$ cat src/design/lvw_pkg.sv
package lvw_pkg;

	localparam int FIELD_W = 6;
	localparam int COORD_BITS_DEF = 6;

	typedef logic [FIELD_W-1:0] coord_t;

	typedef struct packed {
		coord_t start_x;
		coord_t start_y;
		coord_t start_z;
		coord_t end_x;
		coord_t end_y;
		coord_t end_z;
	} lvw_in_t;

	typedef struct packed {
		coord_t point_x;
		coord_t point_y;
		coord_t point_z;
		logic   last_point;
	} lvw_out_t;

	typedef enum logic [1:0] {
		AXIS_X,
		AXIS_Y,
		AXIS_Z
	} axis_t;

	typedef enum logic {
		ST_IDLE,
		ST_WALK
	} lvw_state_t;

	// controller -> walk datapath
	typedef struct packed {
		logic load;     // capture a new line request
		logic advance;  // take one Bresenham step
	} lvw_ctl_t;

endpackage

$ cat src/design/line_voxel_walker_3d_top.sv
// channel | dir | payload              | handshake
// req     | in  | lvw_in_t  start/end  | req_valid / req_stall
// pt      | out | lvw_out_t voxel+last | pt_valid  / pt_stall
//
// A line of L voxels (L = largest axis delta + 1, at most 2^COORD_BITS) is
// loaded, then walked at one voxel per cycle from the step unit while pt_stall is low.
// The step unit (one error update per minor axis plus a coordinate inc/dec)
// is reused every cycle; the block takes no new item until the last voxel left.
// req_stall is high from the load until the end voxel is taken.
// pt_stall freezes the walk; the voxel on pt holds until taken.
// Reset (arst_n low) returns the sequencer to idle; datapath regs are not reset.
module line_voxel_walker_3d_top #(
	parameter int COORD_BITS = lvw_pkg::COORD_BITS_DEF
) (
	input  logic              clk,
	input  logic              arst_n,
	input  logic              req_valid,
	output logic              req_stall,
	input  lvw_pkg::lvw_in_t  req,
	output logic              pt_valid,
	input  logic              pt_stall,
	output lvw_pkg::lvw_out_t pt
);

	lvw_pkg::lvw_ctl_t ctl;
	logic              last;

	// sequencer: idle / walking
	lvw_ctrl u_ctrl (
		.clk       (clk),
		.arst_n    (arst_n),
		.req_valid (req_valid),
		.req_stall (req_stall),
		.pt_valid  (pt_valid),
		.pt_stall  (pt_stall),
		.last      (last),
		.ctl       (ctl)
	);

	// setup and shared step unit; its registers also serve as the output stage
	lvw_walk #(
		.COORD_BITS (COORD_BITS)
	) u_walk (
		.clk    (clk),
		.arst_n (arst_n),
		.ctl    (ctl),
		.req    (req),
		.pt     (pt),
		.last   (last)
	);

endmodule

$ cat src/design/lvw_ctrl.sv
module lvw_ctrl (
	input  logic               clk,
	input  logic               arst_n,
	input  logic               req_valid,
	output logic               req_stall,
	output logic               pt_valid,
	input  logic               pt_stall,
	input  logic               last,
	output lvw_pkg::lvw_ctl_t  ctl
);

	lvw_pkg::lvw_state_t state_q;
	lvw_pkg::lvw_state_t state_d;

	always_ff @(posedge clk or negedge arst_n) begin
		if (!arst_n) begin
			state_q <= lvw_pkg::ST_IDLE;
		end else begin
			state_q <= state_d;
		end
	end

	always_comb begin
		state_d     = state_q;
		req_stall   = 1'b1;
		pt_valid    = 1'b0;
		ctl.load    = 1'b0;
		ctl.advance = 1'b0;
		unique case (state_q)
			lvw_pkg::ST_IDLE: begin
				req_stall = 1'b0;
				if (req_valid) begin
					ctl.load = 1'b1;
					state_d  = lvw_pkg::ST_WALK;
				end
			end
			lvw_pkg::ST_WALK: begin
				pt_valid = 1'b1;
				if (!pt_stall) begin
					if (last) begin
						state_d = lvw_pkg::ST_IDLE;
					end else begin
						ctl.advance = 1'b1;
					end
				end
			end
			default: begin
				state_d = lvw_pkg::ST_IDLE;
			end
		endcase
	end

endmodule

$ cat src/design/lvw_walk.sv
module lvw_walk #(
	parameter int COORD_BITS = lvw_pkg::COORD_BITS_DEF
) (
	input  logic               clk,
	input  logic               arst_n,
	input  lvw_pkg::lvw_ctl_t  ctl,
	input  lvw_pkg::lvw_in_t   req,
	output lvw_pkg::lvw_out_t  pt,
	output logic               last
);

	localparam int CW = COORD_BITS;
	localparam int EW = COORD_BITS + 3;   // signed error term

	// setup
	logic [CW-1:0] s [3];
	logic [CW-1:0] t [3];
	logic [CW-1:0] mag [3];
	logic [2:0]    up;
	lvw_pkg::axis_t drv;
	logic [2:0]    drv_oh, b_oh, c_oh;
	logic [CW-1:0] ma, mb, mc;
	logic [EW-1:0] e1_init, e2_init;

	// walk state
	logic [CW-1:0] cur_q [3];
	logic [2:0]    up_q;
	logic [2:0]    drv_oh_q, b_oh_q, c_oh_q;
	logic [CW-1:0] rem_q;
	logic [EW-1:0] e1_q, e2_q;
	logic [CW:0]   ma2_q, mb2_q, mc2_q;

	// step unit
	logic          stp_b, stp_c;
	logic [2:0]    move;
	logic [EW-1:0] e1_d, e2_d;
	logic [CW-1:0] drv_cur;

	always_comb begin
		s[0] = req.start_x[CW-1:0];
		s[1] = req.start_y[CW-1:0];
		s[2] = req.start_z[CW-1:0];
		t[0] = req.end_x[CW-1:0];
		t[1] = req.end_y[CW-1:0];
		t[2] = req.end_z[CW-1:0];
		for (int i = 0; i < 3; i++) begin
			up[i]  = t[i] > s[i];
			mag[i] = up[i] ? (t[i] - s[i]) : (s[i] - t[i]);
		end
		// ties favor x, then y
		if (mag[0] >= mag[1] && mag[0] >= mag[2]) begin
			drv = lvw_pkg::AXIS_X;
		end else if (mag[1] >= mag[2]) begin
			drv = lvw_pkg::AXIS_Y;
		end else begin
			drv = lvw_pkg::AXIS_Z;
		end
		unique case (drv)
			lvw_pkg::AXIS_X: begin
				drv_oh = 3'b001; b_oh = 3'b010; c_oh = 3'b100;
				ma = mag[0]; mb = mag[1]; mc = mag[2];
			end
			lvw_pkg::AXIS_Y: begin
				drv_oh = 3'b010; b_oh = 3'b001; c_oh = 3'b100;
				ma = mag[1]; mb = mag[0]; mc = mag[2];
			end
			lvw_pkg::AXIS_Z: begin
				drv_oh = 3'b100; b_oh = 3'b001; c_oh = 3'b010;
				ma = mag[2]; mb = mag[0]; mc = mag[1];
			end
			default: begin
				drv_oh = 3'b001; b_oh = 3'b010; c_oh = 3'b100;
				ma = mag[0]; mb = mag[1]; mc = mag[2];
			end
		endcase
		e1_init = {2'b00, mb, 1'b0} - {3'b000, ma};
		e2_init = {2'b00, mc, 1'b0} - {3'b000, ma};
	end

	// one Bresenham step: minor axes move when their error is non-negative
	always_comb begin
		stp_b = !e1_q[EW-1];
		stp_c = !e2_q[EW-1];
		move  = drv_oh_q | (b_oh_q & {3{stp_b}}) | (c_oh_q & {3{stp_c}});
		e1_d  = e1_q + {2'b00, mb2_q} - (stp_b ? {2'b00, ma2_q} : '0);
		e2_d  = e2_q + {2'b00, mc2_q} - (stp_c ? {2'b00, ma2_q} : '0);
		drv_cur = '0;
		for (int i = 0; i < 3; i++) begin
			if (drv_oh_q[i]) begin
				drv_cur = cur_q[i];
			end
		end
	end

	always_ff @(posedge clk) begin
		if (ctl.load) begin
			for (int i = 0; i < 3; i++) begin
				cur_q[i] <= s[i];
			end
			up_q     <= up;
			drv_oh_q <= drv_oh;
			b_oh_q   <= b_oh;
			c_oh_q   <= c_oh;
			rem_q    <= ma;
			e1_q     <= e1_init;
			e2_q     <= e2_init;
			ma2_q    <= {ma, 1'b0};
			mb2_q    <= {mb, 1'b0};
			mc2_q    <= {mc, 1'b0};
		end else if (ctl.advance) begin
			for (int i = 0; i < 3; i++) begin
				if (move[i]) begin
					cur_q[i] <= up_q[i] ? (cur_q[i] + 1'b1) : (cur_q[i] - 1'b1);
				end
			end
			rem_q <= rem_q - 1'b1;
			e1_q  <= e1_d;
			e2_q  <= e2_d;
		end
	end

	assign last = (rem_q == '0);

	always_comb begin
		pt.point_x    = lvw_pkg::coord_t'(cur_q[0]);
		pt.point_y    = lvw_pkg::coord_t'(cur_q[1]);
		pt.point_z    = lvw_pkg::coord_t'(cur_q[2]);
		pt.last_point = last;
	end

	// a step is only taken while voxels remain
	a_adv_not_last: assert property (@(posedge clk) disable iff (!arst_n)
		ctl.advance |-> !last)
		else $error("step taken past the end voxel");

	a_rem_count: assert property (@(posedge clk) disable iff (!arst_n)
		ctl.advance |=> rem_q == $past(rem_q) - 1'b1)
		else $error("remaining count did not drop by one");

	a_drv_moves: assert property (@(posedge clk) disable iff (!arst_n)
		ctl.advance |=> drv_cur != $past(drv_cur))
		else $error("driving axis did not move on a step");

	a_one_drv: assert property (@(posedge clk) disable iff (!arst_n)
		ctl.load |=> $onehot(drv_oh_q) && ((drv_oh_q & (b_oh_q | c_oh_q)) == 3'b000))
		else $error("axis roles overlap");

endmodule

$ cat config.mk
export PLATFORM = sky130hd
export DESIGN_NAME = line_voxel_walker_3d_top
export DESIGN_NICKNAME = d
export VERILOG_FILES = /design/src/design/lvw_pkg.sv /design/src/design/line_voxel_walker_3d_top.sv /design/src/design/lvw_ctrl.sv /design/src/design/lvw_walk.sv
export SDC_FILE = /design/constraint.sdc
export NUM_CORES = 1
export LEC_CHECK = 0
export BUFFER_PORTS_ARGS = -buffer_cell sky130_fd_sc_hd__buf_4
export CORE_MARGIN = 2
export CORE_UTILIZATION = 35
export CTS_CLUSTER_SIZE = 8
export DETAILED_ROUTE_END_ITERATION = 10
export GPL_TIMING_DRIVEN = 1
export PLACE_DENSITY = 0.49
export SETUP_SLACK_MARGIN = 0.3
export SLEW_MARGIN = 20
export SYNTH_ARGS = -nofsm -noshare
export SYNTH_HDL_FRONTEND = slang
export SYNTH_SLANG_ARGS = --single-unit
$ cat constraint.sdc
create_clock -name clk -period 3.36 [get_ports clk]
set_clock_uncertainty 0.05 [all_clocks]
set_input_delay 0.672 -clock clk [delete_from_list [all_inputs] [get_ports clk]]
set_output_delay 0.672 -clock clk [all_outputs]
set_load 0.05 [all_outputs]
==> results of run 1 <==
## final timing paths
path | startpoint | endpoint | slack, ps
hold reg to reg | u_ctrl.state_q$_DFF_PN0_ | u_ctrl.state_q$_DFF_PN0_ | 530
setup reg to reg | u_walk.ma2_q[2]$_DFFE_PP_ | u_walk.e2_q[6]$_DFFE_PP_ | 480
hold / removal | arst_n | u_ctrl.state_q$_DFF_PN0_ | 40
min in group clk | pt_stall | u_ctrl.state_q$_DFF_PN0_ | 520
setup / recovery | req[0] | u_walk.e1_q[6]$_DFFE_PP_ | -1590
max in group asynchronous | arst_n | u_ctrl.state_q$_DFF_PN0_ | 3140
## where the power goes
| part | switching, µW | internal (µW) | total (µW) |
|---|---|---|---|
| combinational | 4380 | 4750 | 9130 |
| clock | 382 | 671 | 1050 |
| sequential | 151 | 1510 | 1660 |
| total | 4910 | 6930 | 11800 |
## layout by cell type, fill, tap and decap left out, drive strengths merged, types with 7 or more instances in the layout
| cell type | count |
|---|---|
| edfxtp | 67 |
| clkbuf | 12 |
| nand3 | 8 |
| nor2b | 17 |
| nor2 | 31 |
| inv | 127 |
| o21ai | 51 |
| ha | 87 |
| nand2 | 40 |
| a221oi | 7 |
| mux2i | 27 |
| xnor2 | 36 |
| buf | 269 |
| xor2 | 17 |
| a21oi | 57 |
| a21o | 24 |
| fa | 25 |
## stage by stage
stage               TNS (ps)  instance area, µm²  utilization (%)  power [µW]
finish                -40060               10230            55.05       11850
CTS                   -38080                9818            52.84       10970
detailed placement    -58800                8732            47.00        8646
floorplan             -35990                6894                -        6287
global route          -47920               10230            55.05       12820
global placement      -54490                8732            47.00        8506
## cells by family after synthesis
family / count (synthesis) / share of synthesized area (%)
xor gates and xnor gates: 53 / 7.177
AOI/OAI and AO/OA: 167 / 15.46
and+or+nand+nor: 127 / 9.461
buffers and inverters: 142 / 8.395
muxes: 28 / 4.340
DFF: 68 / 30.99
adders and majority gates: 112 / 24.18
## sequential cells by signal, summed over array words and instances, names as in the netlist
name,cells
u_ctrl.state_q,1
u_walk.b_oh_q,1
u_walk.c_oh_q,2
u_walk.cur_q,18
u_walk.drv_oh_q,3
u_walk.e1_q,8
u_walk.e2_q,8
u_walk.ma2_q,6
u_walk.mb2_q,6
u_walk.mc2_q,6
u_walk.rem_q,6
u_walk.up_q,3
## routing by layer
layer  routed length (µm)  global-route usage (%)
met5                    0                       0
met3                  521                   3.465
met4                  642                   6.684
met2                 8832                   32.25
met1                 8135                   22.62
## worst reg2reg max path, cell delays in order, from the launching register on
cell,delay [ps]
edfxtp_1,380
nor2b_1,160
fa_1,480
inv_1,70
ha_1,280
nor2b_1,120
o21ai_0,220
a21oi_1,120
o21ai_0,270
nor2b_1,210
xnor2_1,90
nor2_1,100
a21oi_1,50
## repair_timing
item | CTS | global route
gates resized for setup | 88 | 72
endpoints found under the setup margin | 46 | 46
pin swaps | 32 | 49
buffers inserted | 42 | 11
## cell type report
| type | instances | area, µm² |
|---|---|---|
| clock buffers | 12 | 246.5 |
| clock inverters | 4 | 73.82 |
| fillers | 1630 | 8352 |
| inverters | 129 | 539.3 |
| multi-input cells | 487 | 4765 |
| flip-flops and latches | 68 | 2037 |
| well taps | 234 | 292.8 |
| repair buffers | 269 | 2275 |
==> flow_metrics.env, run 1 <==
export IMPL_outcome="complete, but fails checks"
export IMPL_violations="setup timing"
export IMPL_setup_viol=46
export IMPL_slowest_stage="fa_2"
export IMPL_insertion_delay_ps=350
export IMPL_critPathRequiredTime_ps=3390
export IMPL_tightest_slew_ps=625.0
export IMPL_cpLargestDelayFamily="compound AO/OA/AOI/OAI gates"
export IMPL_dp_cells=1134
export IMPL_syn_nets=849
export IMPL_synthArstFlopShare_pct=1.471
export IMPL_clock_path_buffers=2
export IMPL_area_growth_pct=55.63
export IMPL_wirelength_um=18130
export IMPL_slowest_delay_ps=430
export IMPL_rows=50
export IMPL_instances_no_fill=1203
export IMPL_slew_headroom_pct=58.33
export IMPL_initial_utilization_pct=35.37
export IMPL_preCtsSetupSlack_ps=-2132
export IMPL_antenna_found_initial=0
export IMPL_overflow=0
export IMPL_yosysSeqAreaShare_pct=30.99
export IMPL_gp_congestion=0.8546
export IMPL_cts_buffers=9
export IMPL_max_cap_violations=0
export IMPL_finalMaxSlewViolations=0
export IMPL_power_leakage_uw=0.004791
export IMPL_cts_tree="yes"
export IMPL_gr_usage_all_layers_pct=18.40
export IMPL_grt_max_degree=52
export IMPL_ys_flop_type="edfxtp_1"
export IMPL_finalCriticalPeriod_ps=4948
export IMPL_syn_inst=697
export IMPL_ctsHtreeMaxLevel=3
export IMPL_crit_path_frequent_cell="buf_6"
export IMPL_arrival_ps=4980
export IMPL_fin_crit_sh_pct=147.3
export IMPL_cp_max_fo=4
export IMPL_synth_enable_flop_cells=67
export IMPL_cp_num_buf_inv=7
export IMPL_dr_pass1_iters=4
export IMPL_reg2reg_depth=12
export IMPL_num_vias=5772
export IMPL_synthTopCellsByArea="edfxtp_1 (31%), ha_1 (17%), fa_1 (7.6%), inv_1 (7.3%), xnor2_1 (4.7%)"
export IMPL_synth_top_area_share_pct=30.61
export IMPL_path_class="in2reg"
export IMPL_synthesis_area_um2=6573
export IMPL_dpl_hpwl_um=13790
export IMPL_grt_pass1_wl_um=29140
export IMPL_fin_nets=1116
export IMPL_dieHeight_um=141.0
export IMPL_dieArea_um2=19890
export IMPL_ir_drop_mv=0.4958
export IMPL_final_layout_size_suffix_gt1_share_pct=42.52
export IMPL_wire_per_inst_um=15.07
export IMPL_cp_start_kind="input pin"
export IMPL_clockRootBuffer="clkbuf_16"
export IMPL_synth_largest_area_cell="edfxtp_1"
export IMPL_clk_pin_slew_ps=60
export IMPL_hp_class="in2async"
export IMPL_rsz0062_at_grt="true"
export IMPL_synth_most_common_cell="inv_1"
export IMPL_avgSynthCellArea_um2=9.430
export IMPL_cts_sinks=68
export IMPL_setup_ws_ps=-1588
export IMPL_holdWs_ps=38.64
export IMPL_antenna_left=0
export IMPL_num_antenna_cells=0
export IMPL_synth_seq_cells=68
export IMPL_first_iter_violations=272
export IMPL_ys_warn_count=0
export IMPL_cts_hold_buf=0
export IMPL_clock_fmax_mhz=202.1
export IMPL_hold_viol=0
export IMPL_grt_pass1_vias=6132
export IMPL_end_kind="register"
export IMPL_cp_num_cells=28
export IMPL_port_buffers=60
export IMPL_power_density_nw_per_um2=1158
export IMPL_yosysUniqueCellTypes=53
export IMPL_dieWidth_um=141.0
export IMPL_io_pins=61
export IMPL_yosys_top_cells_count="inv_1 (127), ha_1 (87), edfxtp_1 (67)"
export IMPL_core_area_um2=18580
export IMPL_drc=0
export IMPL_avgViaCountPerCell=4.798
(Power assumes the default switching activity.)
==> inputs of run 2 (changes only) <==
Settings changed: CTS_BUF_LIST from default to sky130_fd_sc_hd__clkbuf_8 sky130_fd_sc_hd__clkbuf_16.
Clock period 3.36 ns to 6 ns, I/O delays scaled along.
==> flow_metrics.env, run 2 (synthesized netlist as in run 1, its figures left out) <==
export IMPL_tightest_slew_ps=1072
export IMPL_worstHoldStart="u_ctrl.state_q$_DFF_PN0_"
export IMPL_gp_congestion=0.8465
export IMPL_slowest_stage="a2111o_1"
export IMPL_rows=50
export IMPL_overflow=0
export IMPL_fillCellCount=1770
export IMPL_core_area_um2=18580
export IMPL_post_route_util_pct=46.48
export IMPL_r2r_start="u_walk.e2_q[8]$_DFFE_PP_"
export IMPL_dieArea_um2=19890
export IMPL_initial_utilization_pct=35.37
export IMPL_layout_commonest_cell="buf_4"
export IMPL_finalMaxSlewViolations=0
export IMPL_fin_nets=995
export IMPL_io_pins=61
export IMPL_fin_setup_tns_ps=0
export IMPL_num_antenna_cells=0
export IMPL_wirelength_um=16430
export IMPL_num_vias=5287
export IMPL_cts_buffers=9
export IMPL_max_cap_violations=0
export IMPL_power_leakage_uw=0.004081
export IMPL_top_regs="u_walk.cur_q (18), u_walk.e1_q (8), u_walk.e2_q (8)"
export IMPL_port_buffers=60
export IMPL_wire_per_inst_um=15.18
export IMPL_drc=0
export IMPL_end_kind="register"
export IMPL_path_class="in2reg"
export IMPL_fin_crit_sh_pct=92.91
export IMPL_finalCriticalPeriod_ps=5575
export IMPL_regMostFlops="u_walk.cur_q"
export IMPL_slew_headroom_pct=27.80
export IMPL_cp_num_buf_inv=5
export IMPL_ir_drop_mv=0.2810
export IMPL_clockRootBuffer="clkbuf_16"
export IMPL_final_layout_size_suffix_gt1_share_pct=27.71
export IMPL_grt_max_degree=52
export IMPL_hold_viol=0
export IMPL_final_cell_mix="buf_4 (139), inv_1 (119), ha_1 (78)"
export IMPL_cp_start_kind="input pin"
export IMPL_seqCellArea_um2=2037
export IMPL_clock_path_buffers=2
export IMPL_critPathRequiredTime_ps=6140
export IMPL_cpLargestDelayFamily="compound AO/OA/AOI/OAI gates"
export IMPL_avgViaCountPerCell=4.886
export IMPL_setup_viol=0
export IMPL_cp_max_fo=4
export IMPL_cp_startpoint="req[0]"
export IMPL_multi_input_comb_area_um2=4343
export IMPL_largest_register_ffs=18
export IMPL_dieHeight_um=141.0
export IMPL_insertion_delay_ps=350
export IMPL_rsz0062_at_grt="true"
export IMPL_arrival_ps=5720
export IMPL_cts_sinks=68
export IMPL_slowest_delay_ps=430
export IMPL_first_iter_violations=151
export IMPL_dr_pass1_iters=5
export IMPL_ctsHtreeMaxLevel=3
export IMPL_antenna_left=0
export IMPL_gr_usage_all_layers_pct=16.56
export IMPL_hp_class="reg2reg"
export IMPL_dieWidth_um=141.0
export IMPL_antenna_found_initial=0
export IMPL_area_growth_pct=31.41
export IMPL_grt_pass1_wl_um=25970
export IMPL_grt_pass1_vias=5313
export IMPL_outcome="finished clean"
export IMPL_dpl_hpwl_um=12710
export IMPL_clk_pin_slew_ps=60
export IMPL_power_density_nw_per_um2=628.4
export IMPL_cts_tree="yes"
export IMPL_clock_fmax_mhz=179.4
export IMPL_fin_total_pwr_uw=5427
==> run 2: timing repair <==
action | in CTS | in global routing
buffers inserted | 1 | 30
hold buffers | 0 | 0
resized for setup | 3 | 68
cloned | 0 | 1
endpoints found under the setup margin | 6 | 14
endpoints found under the hold margin | 0 | 0
pin swaps | 0 | 47
==> run 2: area by class of cell <==
cell class | count | share of cell area, %
clock buffer | 9 | 2.608
clock inverter | 7 | 1.144
inverter | 129 | 5.722
multi-input combinational | 488 | 50.28
sequential | 68 | 23.58
tap | 234 | 3.390
timing repair buffer | 147 | 13.27
==> run 2: worst register-to-register path, delay by kind of cell (launching register included) <==
kind | cells | cell delay, ps
XOR/XNOR | 1 | 80
flip-flops | 1 | 550
AO/OA/AOI/OAI | 4 | 630
AND/OR/NAND/NOR | 4 | 650
buffers and inverters | 1 | 120
adder cells (fa/ha/maj) | 2 | 660
==> run 2: power breakdown <==
| part | leakage (µW) | switching [µW] | internal [µW] | total [µW] |
|---|---|---|---|---|
| Sequential | 0.000641 | 98.9 | 849 | 948 |
| Combinational | 0.00328 | 2030 | 1850 | 3890 |
| Clock | 0.000156 | 226 | 366 | 593 |
==> run 2: worst paths after layout <==
| kind | slack [ps] | end | cells past startpoint |
|---|---|---|---|
| worst max-delay path | 430 | u_walk.e2_q[8]$_DFFE_PP_ | 26 |
| worst min-delay path | 540 | u_ctrl.state_q$_DFF_PN0_ | 2 |
| worst max register to register | 2990 | u_walk.e2_q[6]$_DFFE_PP_ | 12 |
| worst min register to register | 540 | u_ctrl.state_q$_DFF_PN0_ | 2 |
| max in group asynchronous | 5260 | u_ctrl.state_q$_DFF_PN0_ | 1 |
| min in group asynchronous | 560 | u_ctrl.state_q$_DFF_PN0_ | 1 |
==> run 2: metal layers <==
layer | vias up | global-route usage, % | wire length [µm]
li1 | 2679 | - | -
met4 | 0 | 3.842 | 218
met5 | - | 0 | 0
met3 | 19 | 3.397 | 512
met1 | 2500 | 21.22 | 7563
met2 | 89 | 28.81 | 8135
==> run 2: per-stage QoR <==
step / hold WS (ps) / area (µm²) / setup slack, ps / std cells
after floorplan: 518.9 / 6671 / 304.5 / 697
after global placement: 515.7 / 7784 / -66.62 / 1034
after detailed placement: 528.4 / 7784 / -129.8 / 1034
after CTS: 542.2 / 8127 / 312.8 / 1051
after global routing: 545.9 / 8637 / 212.1 / 1082
final: 536.3 / 8637 / 425.5 / 1082
==> inputs of run 3 (changes only) <==
Settings changed: CELL_PAD_IN_SITES_DETAIL_PLACEMENT from default to 0, CELL_PAD_IN_SITES_GLOBAL_PLACEMENT from default to 1, PLACE_DENSITY 0.49 to 0.6.
==> flow_metrics.env, run 3 (synthesized netlist as in run 1, its figures left out) <==
export IMPL_regMostFlops="u_walk.cur_q"
export IMPL_preCtsSetupSlack_ps=-108.3
export IMPL_cts_buffers=9
export IMPL_instances_no_fill=1079
export IMPL_dp_cells=1046
export IMPL_wirelength_um=16650
export IMPL_cts_tree="yes"
export IMPL_cp_num_buf_inv=7
export IMPL_p_switching_uw=2318
export IMPL_arrival_ps=5520
export IMPL_antenna_left=0
export IMPL_setup_ws_ps=499.6
export IMPL_post_route_util_pct=46.07
export IMPL_path_class="in2reg"
export IMPL_dieArea_um2=19890
export IMPL_rows=50
export IMPL_slowest_stage="fa_2"
export IMPL_end_kind="register"
export IMPL_internal_power_uw=2962
export IMPL_clock_path_buffers=2
export IMPL_dieWidth_um=141.0
export IMPL_finalMaxSlewViolations=0
export IMPL_layout_commonest_cell="buf_4"
export IMPL_grt_pass1_wl_um=26610
export IMPL_cpLargestDelayFamily="compound AO/OA/AOI/OAI gates"
export IMPL_power_density_nw_per_um2=616.9
export IMPL_cp_start_kind="input pin"
export IMPL_outcome="finished clean"
export IMPL_tightest_slew_ps=1059
export IMPL_area_growth_pct=30.23
export IMPL_fillCellCount=1790
export IMPL_ir_drop_mv=0.2353
export IMPL_power_leakage_uw=0.004050
export IMPL_setup_viol=0
export IMPL_slowest_delay_ps=400
export IMPL_core_area_um2=18580
export IMPL_clk_pin_slew_ps=60
export IMPL_cts_sinks=68
export IMPL_grt_pass1_vias=5309
export IMPL_final_layout_size_suffix_gt1_share_pct=27.22
export IMPL_placed_area_um2=7861
export IMPL_insertion_delay_ps=350
export IMPL_slew_headroom_pct=29.26
export IMPL_fin_crit_sh_pct=91.67
export IMPL_met3_length_um=399
export IMPL_avgViaCountPerCell=4.877
export IMPL_final_cell_mix="buf_4 (141), inv_1 (121), ha_1 (78)"
export IMPL_cp_max_fo=4
export IMPL_overflow=0
export IMPL_num_vias=5262
export IMPL_dieHeight_um=141.0
export IMPL_grt_max_degree=52
export IMPL_rsz0062_at_grt="true"
export IMPL_clock_fmax_mhz=181.8
export IMPL_switching_share_pct=43.90
export IMPL_wire_per_inst_um=15.43
export IMPL_finalCriticalPeriod_ps=5500
export IMPL_ctsHtreeMaxLevel=3
export IMPL_crit_path_frequent_cell="buf_4"
export IMPL_dpl_hpwl_um=13190
export IMPL_fin_nets=992
export IMPL_wl_met2_um=8186
export IMPL_drc=0
export IMPL_clockRootBuffer="clkbuf_16"
export IMPL_combPwrFrac_pct=71.6
export IMPL_clkPwrFrac_pct=10.4
export IMPL_max_cap_violations=0
export IMPL_initial_utilization_pct=35.37
export IMPL_p_seq_share_pct=18.0
export IMPL_hp_class="reg2reg"
export IMPL_largest_register_ffs=18
export IMPL_top_layer="met4"
export IMPL_top_regs="u_walk.cur_q (18), u_walk.e1_q (8), u_walk.e2_q (8)"
export IMPL_critPathRequiredTime_ps=6020
export IMPL_port_buffers=60
export IMPL_dr_pass1_iters=4
export IMPL_hold_viol=0
export IMPL_num_antenna_cells=0
export IMPL_fin_total_pwr_uw=5280
export IMPL_final_area_um2=8559
export IMPL_wl_met1_um=7780
export IMPL_gp_congestion=0.8492
export IMPL_gr_usage_all_layers_pct=16.91
export IMPL_antenna_found_initial=0
export IMPL_first_iter_violations=257
export IMPL_io_pins=61
## run 3: metal layers
| metal | global-route usage (%) | vias to the layer above |
|---|---|---|
| met3 | 3.057 | 18 |
| met2 | 29.04 | 57 |
| li1 | - | 2663 |
| met5 | 0 | - |
| met4 | 4.632 | 0 |
| met1 | 21.95 | 2524 |
## run 3: final cells by class
class	instances	area (µm²)	area share, %
Clock buffer	10	239.0	2.792
Clock inverter	6	63.81	0.7455
Inverter	129	489.2	5.716
Multi-Input combinational cell	487	4322	50.49
Sequential cell	68	2037	23.80
Tap cell	234	292.8	3.421
Timing Repair Buffer	145	1116	13.04
## run 3: tightest hold or removal path, stage by stage, from the launching register on
cell and delay, ps:
dfrtp_1 410, o21ai_0 90, nand2_1 50
## run 3: power groups by stage
stage               registers, µW  clock network (µW)  logic (µW)
finish                        950                 548        3780
detailed placement            961                   0        3530
CTS                           955                 560        3600
global placement              959                   0        3470
floorplan                    1070                   0        2300
global route                  972                 574        4230
## run 3: through the flow
| step | hold slack [ps] | TNS (ps) |
|---|---|---|
| 2_1_floorplan | 518.9 | 0 |
| 3_3_place_gp | 506.5 | -38.13 |
| 6_report | 529.0 | 0 |
| 3_5_place_dp | 515.7 | -591.8 |
| 4_1_cts | 532.0 | 0 |
| 5_1_grt | 550.0 | 0 |
## run 3: path summary, 6_finish.rpt
path	start	end	slack [ps]	cells after the start
min in group asynchronous	arst_n	u_ctrl.state_q$_DFF_PN0_	570	1
setup / recovery	req[0]	u_walk.e2_q[6]$_DFFE_PP_	500	29
hold / removal	u_ctrl.state_q$_DFF_PN0_	u_ctrl.state_q$_DFF_PN0_	530	2
hold reg to reg	u_ctrl.state_q$_DFF_PN0_	u_ctrl.state_q$_DFF_PN0_	530	2
max in group asynchronous	arst_n	u_ctrl.state_q$_DFF_PN0_	5250	1
setup reg to reg	u_walk.e2_q[8]$_DFFE_PP_	u_walk.e2_q[6]$_DFFE_PP_	2950	12
## run 3: what timing repair did
item | 4_1_cts | 5_1_grt
pin swaps | 6 | 37
hold buffers | 0 | 0
setup buffers | 5 | 12
resized for setup | 3 | 57
endpoints found under the setup margin | 3 | 12
cloned | 0 | 0
